===== src/hdl/line_ending_converter_macros.svh =====
// ----------------------------------------------------------------------------
// Line ending converter assertion macros
// Shared concurrent assertion forms, clocked and disabled in reset.
// ----------------------------------------------------------------------------
`ifndef LINE_ENDING_CONVERTER_MACROS_SVH
`define LINE_ENDING_CONVERTER_MACROS_SVH

// Same-cycle implication.
`define LEC_ASSERT_NOW(label, clk, rst_n, ante, cons, msg) \
    label: assert property (@(posedge clk) disable iff (!rst_n) (ante) |-> (cons)) \
        else $error(msg);

// Next-cycle implication.
`define LEC_ASSERT_NEXT(label, clk, rst_n, ante, cons, msg) \
    label: assert property (@(posedge clk) disable iff (!rst_n) (ante) |=> (cons)) \
        else $error(msg);

`endif


===== src/hdl/lec_pkg.sv =====
`timescale 1ns / 1ps
// ----------------------------------------------------------------------------
// Line ending converter package
// Codes, payload types and job record shared by the converter modules.
// ----------------------------------------------------------------------------
package lec_pkg;

    localparam int COUNT_WIDTH_DEF = 32;
    localparam int REPORT_W        = 32;
    localparam int CFG_IDX_W       = 3;
    localparam int CFG_DATA_W      = 2;
    localparam int MAX_CODES       = 4;

    // register indexes
    localparam logic [CFG_IDX_W-1:0] CFG_TARGET       = 3'd0;
    localparam logic [CFG_IDX_W-1:0] CFG_STOP_NT      = 3'd1;
    localparam logic [CFG_IDX_W-1:0] CFG_STOP_FOREIGN = 3'd2;
    localparam logic [CFG_IDX_W-1:0] CFG_FORCE_FINAL  = 3'd3;
    localparam logic [CFG_IDX_W-1:0] CFG_OUT_EN       = 3'd4;

    // terminator conventions
    localparam logic [1:0] CONV_NONE = 2'd0;
    localparam logic [1:0] CONV_CR   = 2'd1;
    localparam logic [1:0] CONV_LF   = 2'd2;
    localparam logic [1:0] CONV_CRLF = 2'd3;

    // byte layouts
    localparam logic [1:0] LAYOUT_8  = 2'd0;
    localparam logic [1:0] LAYOUT_LE = 2'd1;
    localparam logic [1:0] LAYOUT_BE = 2'd2;

    localparam logic FUNC_DATA   = 1'b0;
    localparam logic FUNC_END    = 1'b1;
    localparam logic KIND_BYTE   = 1'b0;
    localparam logic KIND_REPORT = 1'b1;

    localparam logic [7:0]  BOM_FF = 8'hFF;
    localparam logic [7:0]  BOM_FE = 8'hFE;
    localparam logic [15:0] CH_CR  = 16'd13;
    localparam logic [15:0] CH_LF  = 16'd10;
    localparam logic [15:0] CTRL_LOW_MAX  = 16'd8;
    localparam logic [15:0] CTRL_HIGH_MIN = 16'd14;
    localparam logic [15:0] CTRL_HIGH_MAX = 16'd31;

    typedef struct packed {
        logic [1:0] target_convention;
        logic       stop_on_non_text;
        logic       stop_on_foreign_ending;
        logic       force_final_ending;
        logic       output_enable;
    } t_cfg;

    typedef struct packed {
        logic       func;
        logic [7:0] in_byte;
    } t_in;

    typedef struct packed {
        logic                kind;
        logic [7:0]          out_byte;
        logic [REPORT_W-1:0] cr_total;
        logic [REPORT_W-1:0] lf_total;
        logic [REPORT_W-1:0] crlf_total;
        logic                saw_non_text;
        logic                was_stopped;
        logic                last;
    } t_out;

    // One accepted item's work for the back end: code points, then an
    // optional report.
    typedef struct packed {
        logic                           report;
        logic [1:0]                     layout;
        logic [2:0]                     n_codes;
        logic [MAX_CODES-1:0][15:0]     codes;
        logic [REPORT_W-1:0]            cr_total;
        logic [REPORT_W-1:0]            lf_total;
        logic [REPORT_W-1:0]            crlf_total;
        logic                           saw_non_text;
        logic                           was_stopped;
    } t_job;

endpackage


===== src/hdl/lec_stream_if.sv =====
`timescale 1ns / 1ps
// ----------------------------------------------------------------------------
// Stream channel
// Valid/ready channel carrying one payload of type T per transfer.
// ----------------------------------------------------------------------------
interface lec_stream_if #(
    parameter type T = logic
) ();
    logic valid;
    logic ready;
    T     data;

    modport source (output valid, output data, input ready);
    modport sink   (input valid, input data, output ready);
endinterface


===== src/hdl/lec_front.sv =====
`timescale 1ns / 1ps
// ----------------------------------------------------------------------------
// Converter front end
// Holds configuration, detects layout, assembles code points, classifies
// terminators and counts them; pushes one job per productive transfer.
// ----------------------------------------------------------------------------
module lec_front #(
    parameter int COUNT_WIDTH = lec_pkg::COUNT_WIDTH_DEF
) (
    input  logic                           i_clk,
    input  logic                           i_rst_n,
    lec_stream_if.sink                     i_in,
    input  logic                           i_cfg_we,
    input  logic [lec_pkg::CFG_IDX_W-1:0]  i_cfg_idx,
    input  logic [lec_pkg::CFG_DATA_W-1:0] i_cfg_data,
    input  logic                           i_q_full,
    output logic                           o_push,
    output lec_pkg::t_job                  o_job
);

    typedef struct packed {
        logic                   prev_cr;
        logic                   prev_nl;
        logic                   halted;
        logic                   non_text;
        logic [COUNT_WIDTH-1:0] cr;
        logic [COUNT_WIDTH-1:0] lf;
        logic [COUNT_WIDTH-1:0] crlf;
    } t_stat;

    typedef struct packed {
        t_stat                                st;
        logic [2:0]                           n;
        logic [lec_pkg::MAX_CODES-1:0][15:0]  codes;
    } t_ctx;

    function automatic logic [COUNT_WIDTH-1:0] f_inc(logic [COUNT_WIDTH-1:0] v);
        return (v == '1) ? v : v + 1'b1;
    endfunction

    function automatic t_ctx f_put(t_ctx c, logic [15:0] w, lec_pkg::t_cfg cfg);
        t_ctx r;
        r = c;
        if (cfg.output_enable && (r.n < 3'(lec_pkg::MAX_CODES))) begin
            r.codes[r.n[1:0]] = w;
            r.n               = 3'(r.n + 3'd1);
        end
        return r;
    endfunction

    function automatic t_ctx f_newline(t_ctx c, lec_pkg::t_cfg cfg);
        t_ctx r;
        r = c;
        case (cfg.target_convention)
            lec_pkg::CONV_CR:   r = f_put(r, lec_pkg::CH_CR, cfg);
            lec_pkg::CONV_LF:   r = f_put(r, lec_pkg::CH_LF, cfg);
            lec_pkg::CONV_CRLF: begin
                r = f_put(r, lec_pkg::CH_CR, cfg);
                r = f_put(r, lec_pkg::CH_LF, cfg);
            end
            default: ;
        endcase
        return r;
    endfunction

    function automatic t_ctx f_code(t_ctx c, logic [15:0] w, lec_pkg::t_cfg cfg);
        t_ctx r;
        r = c;
        if (!r.st.halted) begin
            if ((w <= lec_pkg::CTRL_LOW_MAX) ||
                ((w >= lec_pkg::CTRL_HIGH_MIN) && (w <= lec_pkg::CTRL_HIGH_MAX))) begin
                r.st.prev_nl  = 1'b0;
                r.st.non_text = 1'b1;
                if (cfg.stop_on_non_text) begin
                    r.st.halted = 1'b1;
                end
            end
            if (!r.st.halted) begin
                if (w == lec_pkg::CH_CR) begin
                    if (r.st.prev_cr) begin
                        r.st.cr = f_inc(r.st.cr);
                    end
                    r          = f_newline(r, cfg);
                    r.st.prev_cr = 1'b1;
                    r.st.prev_nl = 1'b1;
                end else if (w == lec_pkg::CH_LF) begin
                    r.st.prev_nl = 1'b1;
                    if (r.st.prev_cr) begin
                        r.st.prev_cr = 1'b0;
                        r.st.crlf    = f_inc(r.st.crlf);
                        if (cfg.stop_on_foreign_ending &&
                            (cfg.target_convention != lec_pkg::CONV_CRLF)) begin
                            r.st.halted = 1'b1;
                        end
                    end else begin
                        r       = f_newline(r, cfg);
                        r.st.lf = f_inc(r.st.lf);
                        if (cfg.stop_on_foreign_ending &&
                            (cfg.target_convention != lec_pkg::CONV_LF)) begin
                            r.st.halted = 1'b1;
                        end
                    end
                end else begin
                    if (r.st.prev_cr) begin
                        r.st.cr = f_inc(r.st.cr);
                    end
                    r            = f_put(r, w, cfg);
                    r.st.prev_cr = 1'b0;
                    r.st.prev_nl = 1'b0;
                end
            end
        end
        return r;
    endfunction

    function automatic logic [15:0] f_join(logic [1:0] lay, logic [7:0] a, logic [7:0] b);
        return (lay == lec_pkg::LAYOUT_LE) ? {b, a} : {a, b};
    endfunction

    lec_pkg::t_cfg r_cfg;
    t_stat         r_st,     n_st;
    logic [1:0]    r_seen,   n_seen;
    logic [7:0]    r_first,  n_first;
    logic [1:0]    r_layout, n_layout;
    logic [7:0]    r_half,   n_half;
    logic          r_half_pend, n_half_pend;

    t_ctx          c;
    logic          rep;
    logic          accept;
    logic [1:0]    det_layout;
    logic [1:0]    job_layout;

    assign i_in.ready = !i_q_full;
    assign accept     = i_in.valid && i_in.ready;

    always_comb begin
        c            = '0;
        c.st         = r_st;
        rep          = 1'b0;
        n_seen       = r_seen;
        n_first      = r_first;
        n_layout     = r_layout;
        n_half       = r_half;
        n_half_pend  = r_half_pend;
        det_layout   = lec_pkg::LAYOUT_8;
        job_layout   = r_layout;
        if ((r_first == lec_pkg::BOM_FF) && (i_in.data.in_byte == lec_pkg::BOM_FE)) begin
            det_layout = lec_pkg::LAYOUT_LE;
        end else if ((r_first == lec_pkg::BOM_FE) &&
                     (i_in.data.in_byte == lec_pkg::BOM_FF)) begin
            det_layout = lec_pkg::LAYOUT_BE;
        end

        if (i_in.data.func == lec_pkg::FUNC_DATA) begin
            case (r_seen)
                2'd0: begin
                    n_first = i_in.data.in_byte;
                    n_seen  = 2'd1;
                end
                2'd1: begin
                    n_seen     = 2'd2;
                    n_layout   = det_layout;
                    job_layout = det_layout;
                    if (det_layout == lec_pkg::LAYOUT_8) begin
                        c = f_code(c, {8'h00, r_first}, r_cfg);
                        c = f_code(c, {8'h00, i_in.data.in_byte}, r_cfg);
                    end else begin
                        c = f_code(c, f_join(det_layout, r_first, i_in.data.in_byte), r_cfg);
                    end
                end
                default: begin
                    if ((r_layout == lec_pkg::LAYOUT_LE) || (r_layout == lec_pkg::LAYOUT_BE)) begin
                        if (r_half_pend) begin
                            n_half_pend = 1'b0;
                            c = f_code(c, f_join(r_layout, r_half, i_in.data.in_byte), r_cfg);
                        end else begin
                            n_half      = i_in.data.in_byte;
                            n_half_pend = 1'b1;
                        end
                    end else begin
                        c = f_code(c, {8'h00, i_in.data.in_byte}, r_cfg);
                    end
                end
            endcase
            n_st = c.st;
        end else begin
            // end of stream: flush the held byte and a trailing CR
            if (r_seen == 2'd1) begin
                c = f_code(c, {8'h00, r_first}, r_cfg);
            end
            if (c.st.prev_cr) begin
                c.st.cr      = f_inc(c.st.cr);
                c.st.prev_cr = 1'b0;
            end
            if (r_cfg.force_final_ending && !c.st.prev_nl) begin
                c = f_newline(c, r_cfg);
            end
            rep         = 1'b1;
            n_st        = '0;
            n_seen      = 2'd0;
            n_first     = 8'h00;
            n_layout    = lec_pkg::LAYOUT_8;
            n_half      = 8'h00;
            n_half_pend = 1'b0;
        end

        o_job.report       = rep;
        o_job.layout       = job_layout;
        o_job.n_codes      = c.n;
        o_job.codes        = c.codes;
        o_job.cr_total     = lec_pkg::REPORT_W'(c.st.cr);
        o_job.lf_total     = lec_pkg::REPORT_W'(c.st.lf);
        o_job.crlf_total   = lec_pkg::REPORT_W'(c.st.crlf);
        o_job.saw_non_text = c.st.non_text;
        o_job.was_stopped  = c.st.halted;
    end

    assign o_push = accept && (rep || (c.n != 3'd0));

    always_ff @(posedge i_clk) begin
        if (!i_rst_n) begin
            r_cfg.target_convention      <= lec_pkg::CONV_LF;
            r_cfg.stop_on_non_text       <= 1'b0;
            r_cfg.stop_on_foreign_ending <= 1'b0;
            r_cfg.force_final_ending     <= 1'b0;
            r_cfg.output_enable          <= 1'b1;
            r_st        <= '0;
            r_seen      <= 2'd0;
            r_first     <= 8'h00;
            r_layout    <= lec_pkg::LAYOUT_8;
            r_half      <= 8'h00;
            r_half_pend <= 1'b0;
        end else begin
            if (i_cfg_we) begin
                case (i_cfg_idx)
                    lec_pkg::CFG_TARGET:       r_cfg.target_convention      <= i_cfg_data;
                    lec_pkg::CFG_STOP_NT:      r_cfg.stop_on_non_text       <= i_cfg_data[0];
                    lec_pkg::CFG_STOP_FOREIGN: r_cfg.stop_on_foreign_ending <= i_cfg_data[0];
                    lec_pkg::CFG_FORCE_FINAL:  r_cfg.force_final_ending     <= i_cfg_data[0];
                    lec_pkg::CFG_OUT_EN:       r_cfg.output_enable          <= i_cfg_data[0];
                    default: ;
                endcase
            end
            if (accept) begin
                r_st        <= n_st;
                r_seen      <= n_seen;
                r_first     <= n_first;
                r_layout    <= n_layout;
                r_half      <= n_half;
                r_half_pend <= n_half_pend;
            end
        end
    end

endmodule


===== src/hdl/lec_queue.sv =====
`timescale 1ns / 1ps
// ----------------------------------------------------------------------------
// Job queue
// Two-entry queue of jobs between the front end and the back end.
// ----------------------------------------------------------------------------
module lec_queue (
    input  logic          i_clk,
    input  logic          i_rst_n,
    input  logic          i_push,
    input  lec_pkg::t_job i_job,
    output logic          o_full,
    input  logic          i_pop,
    output lec_pkg::t_job o_head,
    output logic          o_head_valid
);

    lec_pkg::t_job r_slot [2];
    logic          r_wr, r_rd;
    logic [1:0]    r_cnt;

    assign o_full       = (r_cnt == 2'd2);
    assign o_head_valid = (r_cnt != 2'd0);
    assign o_head       = r_slot[r_rd];

    always_ff @(posedge i_clk) begin
        if (i_push) begin
            r_slot[r_wr] <= i_job;
        end
    end

    always_ff @(posedge i_clk) begin
        if (!i_rst_n) begin
            r_wr  <= 1'b0;
            r_rd  <= 1'b0;
            r_cnt <= 2'd0;
        end else begin
            if (i_push) begin
                r_wr <= !r_wr;
            end
            if (i_pop) begin
                r_rd <= !r_rd;
            end
            r_cnt <= 2'(r_cnt + {1'b0, i_push} - {1'b0, i_pop});
        end
    end

endmodule


===== src/hdl/lec_back.sv =====
`timescale 1ns / 1ps
// ----------------------------------------------------------------------------
// Converter back end
// Expands the head job into output bytes in its layout, then the report,
// one result per transfer through an output register.
// ----------------------------------------------------------------------------
`include "line_ending_converter_macros.svh"

module lec_back (
    input  logic          i_clk,
    input  logic          i_rst_n,
    input  lec_pkg::t_job i_head,
    input  logic          i_head_valid,
    output logic          o_pop,
    lec_stream_if.source  o_out
);

    logic          r_valid;
    lec_pkg::t_out r_data, n_data;
    logic [2:0]    r_idx;
    logic          r_half;

    logic          in_codes;
    logic          wide;
    logic          code_end;
    logic          done;
    logic          load;
    logic [15:0]   cur_code;
    logic [7:0]    cur_byte;

    assign in_codes = (r_idx < i_head.n_codes);
    assign wide     = (i_head.layout == lec_pkg::LAYOUT_LE) ||
                      (i_head.layout == lec_pkg::LAYOUT_BE);
    assign code_end = !wide || r_half;
    assign cur_code = i_head.codes[r_idx[1:0]];
    assign done     = in_codes ? (code_end && (3'(r_idx + 3'd1) == i_head.n_codes) &&
                                  !i_head.report)
                               : 1'b1;
    assign load     = i_head_valid && (!r_valid || o_out.ready);
    assign o_pop    = load && done;

    always_comb begin
        // big-endian sends the high byte first
        if ((i_head.layout == lec_pkg::LAYOUT_BE) ^ r_half) begin
            cur_byte = cur_code[15:8];
        end else begin
            cur_byte = cur_code[7:0];
        end
        n_data = '0;
        if (in_codes) begin
            n_data.kind     = lec_pkg::KIND_BYTE;
            n_data.out_byte = cur_byte;
        end else begin
            n_data.kind         = lec_pkg::KIND_REPORT;
            n_data.cr_total     = i_head.cr_total;
            n_data.lf_total     = i_head.lf_total;
            n_data.crlf_total   = i_head.crlf_total;
            n_data.saw_non_text = i_head.saw_non_text;
            n_data.was_stopped  = i_head.was_stopped;
        end
        n_data.last = done;
    end

    assign o_out.valid = r_valid;
    assign o_out.data  = r_data;

    always_ff @(posedge i_clk) begin
        if (load) begin
            r_data <= n_data;
        end
    end

    always_ff @(posedge i_clk) begin
        if (!i_rst_n) begin
            r_valid <= 1'b0;
            r_idx   <= 3'd0;
            r_half  <= 1'b0;
        end else begin
            if (load) begin
                r_valid <= 1'b1;
            end else if (o_out.ready) begin
                r_valid <= 1'b0;
            end
            if (load) begin
                if (done) begin
                    r_idx  <= 3'd0;
                    r_half <= 1'b0;
                end else if (code_end) begin
                    r_idx  <= 3'(r_idx + 3'd1);
                    r_half <= 1'b0;
                end else begin
                    r_half <= 1'b1;
                end
            end
        end
    end

    `LEC_ASSERT_NOW(a_report_is_last, i_clk, i_rst_n, r_valid && (r_data.kind == lec_pkg::KIND_REPORT), r_data.last, "report result not marked last")
    `LEC_ASSERT_NOW(a_idx_bound, i_clk, i_rst_n, i_head_valid, in_codes || ((r_idx == i_head.n_codes) && i_head.report), "code index past end of job")
    `LEC_ASSERT_NEXT(a_job_held, i_clk, i_rst_n, load && !done, i_head_valid, "job left queue before last result")
    `LEC_ASSERT_NOW(a_byte_no_counts, i_clk, i_rst_n, r_valid && (r_data.kind == lec_pkg::KIND_BYTE), (r_data.cr_total == '0) && (r_data.lf_total == '0) && (r_data.crlf_total == '0) && !r_data.was_stopped, "byte result carries report fields")

endmodule


===== src/hdl/line_ending_converter.sv =====
`timescale 1ns / 1ps
// ----------------------------------------------------------------------------
// Line ending converter
// Byte-stream newline converter with layout detection, terminator counts
// and an end-of-stream report.
// ----------------------------------------------------------------------------
// Channel   Dir  Payload                                           Handshake
// i_in      in   func, in_byte                                     valid/ready
// o_out     out  kind, out_byte, cr/lf/crlf_total, flags, last     valid/ready
// i_cfg_*   in   register index, data                              write enable
//
// One input byte is taken per cycle while the job queue has room; the front
// end does all classification in that cycle.
// The back end sends one result per transfer, so an item that gives k
// results holds the back end until all k have left (k is at most 5).
// The two-entry job queue lets input flow on while a result waits at o_out.
// Reset is synchronous; there is no clearing pass.
// ----------------------------------------------------------------------------
module line_ending_converter #(
    parameter int COUNT_WIDTH = lec_pkg::COUNT_WIDTH_DEF
) (
    input  logic                           i_clk,
    input  logic                           i_rst_n,
    lec_stream_if.sink                     i_in,
    lec_stream_if.source                   o_out,
    input  logic                           i_cfg_we,
    input  logic [lec_pkg::CFG_IDX_W-1:0]  i_cfg_idx,
    input  logic [lec_pkg::CFG_DATA_W-1:0] i_cfg_data
);

    // front end to queue
    logic          push;
    logic          q_full;
    lec_pkg::t_job front_job;

    // queue to back end
    logic          pop;
    logic          head_valid;
    lec_pkg::t_job head_job;

    // Detect layout, assemble code points, count and classify terminators.
    lec_front #(
        .COUNT_WIDTH (COUNT_WIDTH)
    ) u_front (
        .i_clk      (i_clk),
        .i_rst_n    (i_rst_n),
        .i_in       (i_in),
        .i_cfg_we   (i_cfg_we),
        .i_cfg_idx  (i_cfg_idx),
        .i_cfg_data (i_cfg_data),
        .i_q_full   (q_full),
        .o_push     (push),
        .o_job      (front_job)
    );

    // Hold jobs so each side can stall on its own.
    lec_queue u_queue (
        .i_clk        (i_clk),
        .i_rst_n      (i_rst_n),
        .i_push       (push),
        .i_job        (front_job),
        .o_full       (q_full),
        .i_pop        (pop),
        .o_head       (head_job),
        .o_head_valid (head_valid)
    );

    // Expand code points into bytes and deliver the report.
    lec_back u_back (
        .i_clk        (i_clk),
        .i_rst_n      (i_rst_n),
        .i_head       (head_job),
        .i_head_valid (head_valid),
        .o_pop        (pop),
        .o_out        (o_out)
    );

endmodule


===== src/flat_wrapper.sv =====
// flat-port wrapper written by rule: the top's interface ports become plain ports
module line_ending_converter_flat import lec_pkg::*;
#(
    parameter int COUNT_WIDTH = lec_pkg::COUNT_WIDTH_DEF
)
  (i_clk, i_rst_n, i_cfg_we, i_cfg_idx, i_cfg_data, i_in_valid, i_in_data, i_in_ready, o_out_valid, o_out_data, o_out_ready);
  lec_stream_if #(.T(t_in)) i_in_i ();
  lec_stream_if #(.T(t_out)) o_out_i ();
  input  logic i_clk;
  input  logic i_rst_n;
  input  logic i_cfg_we;
  input  logic [lec_pkg::CFG_IDX_W-1:0] i_cfg_idx;
  input  logic [lec_pkg::CFG_DATA_W-1:0] i_cfg_data;
  input wire logic [$bits(i_in_i.valid)-1:0] i_in_valid;
  input wire logic [$bits(i_in_i.data)-1:0] i_in_data;
  output wire logic [$bits(i_in_i.ready)-1:0] i_in_ready;
  output wire logic [$bits(o_out_i.valid)-1:0] o_out_valid;
  output wire logic [$bits(o_out_i.data)-1:0] o_out_data;
  input wire logic [$bits(o_out_i.ready)-1:0] o_out_ready;
  assign i_in_i.valid = i_in_valid;
  assign i_in_i.data = i_in_data;
  assign i_in_ready = i_in_i.ready;
  assign o_out_valid = o_out_i.valid;
  assign o_out_data = o_out_i.data;
  assign o_out_i.ready = o_out_ready;
  line_ending_converter #(.COUNT_WIDTH(COUNT_WIDTH)) u_core (.i_clk(i_clk), .i_rst_n(i_rst_n), .i_in(i_in_i), .o_out(o_out_i), .i_cfg_we(i_cfg_we), .i_cfg_idx(i_cfg_idx), .i_cfg_data(i_cfg_data));
endmodule

===== config.mk =====
export PLATFORM = sky130hd
export DESIGN_NAME = line_ending_converter_flat
export DESIGN_NICKNAME = d
export VERILOG_FILES = /design/src/hdl/lec_pkg.sv /design/src/hdl/lec_stream_if.sv /design/src/hdl/lec_front.sv /design/src/hdl/lec_queue.sv /design/src/hdl/lec_back.sv /design/src/hdl/line_ending_converter.sv /design/src/flat_wrapper.sv
export VERILOG_INCLUDE_DIRS = /design/src /design/src/hdl
export SDC_FILE = /design/constraint.sdc
export NUM_CORES = 2
export LEC_CHECK = 0
export ABC_CLOCK_PERIOD_IN_PS = 11400
export BUFFER_PORTS_ARGS = -buffer_cell sky130_fd_sc_hd__clkbuf_2
export CAP_MARGIN = 15
export CORE_AREA = 3 3 296 298
export DETAILED_ROUTE_END_ITERATION = 8
export DIE_AREA = 0 0 299 301
export PLACE_DENSITY = 0.72
export SYNTH_ARGS = -nofsm -noshare
export SYNTH_HDL_FRONTEND = slang
export SYNTH_HIERARCHICAL = 1
export SYNTH_SLANG_ARGS = --single-unit

===== constraint.sdc =====
create_clock -name i_clk -period 11.4 [get_ports i_clk]
set_clock_uncertainty 0.05 [all_clocks]
set_input_delay 1.14 -clock i_clk [delete_from_list [all_inputs] [get_ports i_clk]]
set_output_delay 1.14 -clock i_clk [all_outputs]
set_load 0.05 [all_outputs]

==> reports/metrics.cfg <==
[yosys]
yosys-top-cells-count = edfxtp_1 (444), nand2_1 (441), nor2_1 (326)
yosysTopAreaCell = edfxtp_1
synth.top_cell.area_share_pct = 34.79
synth_ff_type = edfxtp_1
yosysWarningCount = 6
ys_top_cells_by_area = edfxtp_1 (35%), dfxtp_1 (7.2%), xnor2_1 (4.5%), nand2_1 (4.3%), mux2_4 (4.0%)
async_flop_share_pct = 0
avgSynthCellArea_um2 = 9.405
syn_area_um2 = 38330
synth_most_common_cell = edfxtp_1
synth_cells = 4075
synth-seq-cells = 581
synth.yosys.seq_area_share_pct = 41.94
yosysUniqueCellTypes = 111
synth_edf_count = 444

[global_routing]
grt_overflow_total = 0
grt_max_degree = 170
grt_pass1_wl_mm = 192.8
grt_pass1_vias = 31535
track_usage_pct = 27.44
antenna_found_initial = 2

[final_layout]
fillers = 7924
drive_gt1_share_pct = 14.19
area_growth_pct = 8.654
instances_no_fill = 5221
finalNetCount = 4070

[timing]
period_share_pct = 57.66
setup_tns_ns = 0
fmax_mhz = 152.1
rsz0062_at_grt = no
slew_violations = 0
final-setup-viol-count = 0
tightest_slew_ns = 1.193
max_slew_margin_pct = 19.87
hold_violations = 0
min_period_ns = 6.573

[floorplan]
dieArea_um2 = 90000
initial_core_util_pct = 45.01
die_y_um = 301
dieWidth_um = 299
io_pins = 129
core-area_um2 = 85150
rows = 107

[clock_tree]
cts-htree-levels = 2
post-cts-setup-buffer-count = 0
holdBufCountCts = 0
cts_inserted_buffers = 61
cts.sinks = 581
cts_buffer_depth = 3
clk_latency_ns = 0.66
cts-resized-gates = 0
clkTransAtPathRegs_ns = 0.08
cts_tree = done
root_buffer = clkbuf_16

[run]
maxCapViolations = 0

[hold_path]
hold_path.class = reg -> reg
holdPathStages = 2

[setup_path]
critical_path_class = reg -> reg
path_max_fanout = 60
worstPathArrival_ns = 6.78
cp.depth = 12
crit_path_end_kind = flip-flop
rrSetupSlack_ns = 4.83
cp.buffers_inverters = 1
r2r_cells = 12
required_ns = 11.60
cp_slowest_cell = ha_1
critical-path-max-stage-delay_ns = 0.93
cpLargestDelayFamily = simple AND/OR/NAND/NOR gates
startpoint_type = flip-flop
crit_chain = ha_1, mux2i_1, mux4_2, o2111ai_1, nand2b_1, nor3b_1, nand2_1, o22ai_1, a21oi_1, a41oi_1, and2_4, buf_4

[routing]
highest_layer = met4
post_drt_wl_per_cell_um = 24.39
dr_wl_met2_mm = 58.39
finalWirelength_mm = 127.3
met3_length_mm = 11.01
vias = 33209
drt_first_iter_violations = 4352
drc_errors = 0
drtPass1Iterations = 7
antenna_left = 0
wl_met1_mm = 51.51
viasPerCell = 6.361

[pwr]
total_leakage_power_nw = 13.64
vdd_ir_drop_max_mv = 0.1406
power_density_nw_per_um2 = 159.8

[placement]
hpwl_mm = 87.39
placed_cells = 5105
portBuffers = 128
place.gp.congestion = 1.014

[outcome]
status = complete, no violations

==> power breakdown <==
part	leakage [nW]	switching (W)	internal (W)
clock	0.986	0.000863	0.00118
sequential	5.33	0.0000983	0.00266
combinational	7.32	0.00134	0.000512
==> stage by stage <==
stage | hold slack [ns] | worst slack (ns) | instance area (um^2) | utilization (%) | power (W)
global route | 0.4769 | 4.401 | 41640 | 48.90 | 0.006920
finish | 0.4586 | 4.827 | 41640 | 48.91 | 0.006655
CTS | 0.4518 | 4.953 | 41640 | 48.90 | 0.006713
floorplan | 0.4002 | 2.724 | 38420 | - | 0.004212
global placement | 0.4283 | 5.050 | 39610 | 46.52 | 0.004645
detailed placement | 0.4406 | 4.885 | 39610 | 46.52 | 0.004665
==> final timing paths <==
| path | startpoint | to |
|---|---|---|
| min | u_core/u_front/r_layout[0] | u_core/u_front/r_layout[0] |
| max | u_core/u_front/r_layout[0] | u_core/u_queue/r_slot[1][95] |
| min reg2reg | u_core/u_front/r_layout[0] | u_core/u_front/r_layout[0] |
| max reg2reg | u_core/u_front/r_layout[0] | u_core/u_queue/r_slot[1][95] |
==> kinds of logic (layout without fill, tap and decap cells) <==
kind of cell	count (synthesis)	in the layout	synth area share [%]
AOI/OAI and AO/OA	941	941	16.20
xor gates and xnor gates	286	286	6.630
adders and majority gates	28	28	0.9075
buffers and inverters	403	379	4.645
DFF	581	581	41.94
muxes	254	254	8.772
other	1	27	0.009784
and+or+nand+nor	1581	1581	20.89
==> layer usage <==
layer / vias to the layer above / GRT usage (%)
met5: - / 0
met4: 0 / 13.33
met3: 370 / 4.074
met2: 1771 / 44.04
met1: 16063 / 36.42
li1: 15005 / -
==> placed cells by master (no fill, tap or decap), drive strengths merged, types with 46 or more instances in the layout <==
cell    Yosys  final
edfxtp    444    444
nand2     441    441
nor2      328    328
o21ai     257    257
xnor2     198    198
clkbuf    246    198
a21oi     189    189
mux2      182    182
nand3     137    137
dfxtp     137    137
and2      137    137
nor3      129    129
xor2       86     86
buf        98     80
nand4      69     69
inv        55     62
mux2i      55     55
nor4       54     54
a31oi      48     48
nor2b      46     46
==> area by class of cell <==
cell class | count | area, um^2 | area share, %
tap | 1144 | 1431 | 3.437
clock inverter | 42 | 439.2 | 1.055
clock buffer | 71 | 1584 | 3.804
multi-input combinational | 3114 | 20630 | 49.53
sequential | 581 | 16080 | 38.62
antenna | 3 | 7.507 | 0.01803
inverter | 59 | 224.0 | 0.5378
timing repair buffer | 207 | 1249 | 2.999
==> flip-flops by register name (all words and copies together), names as in the netlist, 2 cells and up, named ones only <==
name	cells
u_core/u_front/r_cfg	6
u_core/u_back/o_out.data	108
u_core/u_queue/r_slot	336
u_core/u_front/r_st	100
u_core/u_front/r_layout	2
u_core/u_back/r_idx	3
u_core/u_front/r_half	8
u_core/u_front/r_seen	2
u_core/u_front/r_first	8
u_core/u_queue/r_cnt	2
==> tightest hold or removal path, delay by kind of cell (launching register included) <==
| kind | cells | cell delay, ns |
|---|---|---|
| AOI/OAI and AO/OA | 1 | 0.07 |
| DFF | 1 | 0.33 |
| and+or+nand+nor | 1 | 0.06 |
No activity file was read; power rests on OpenSTA's default activity.
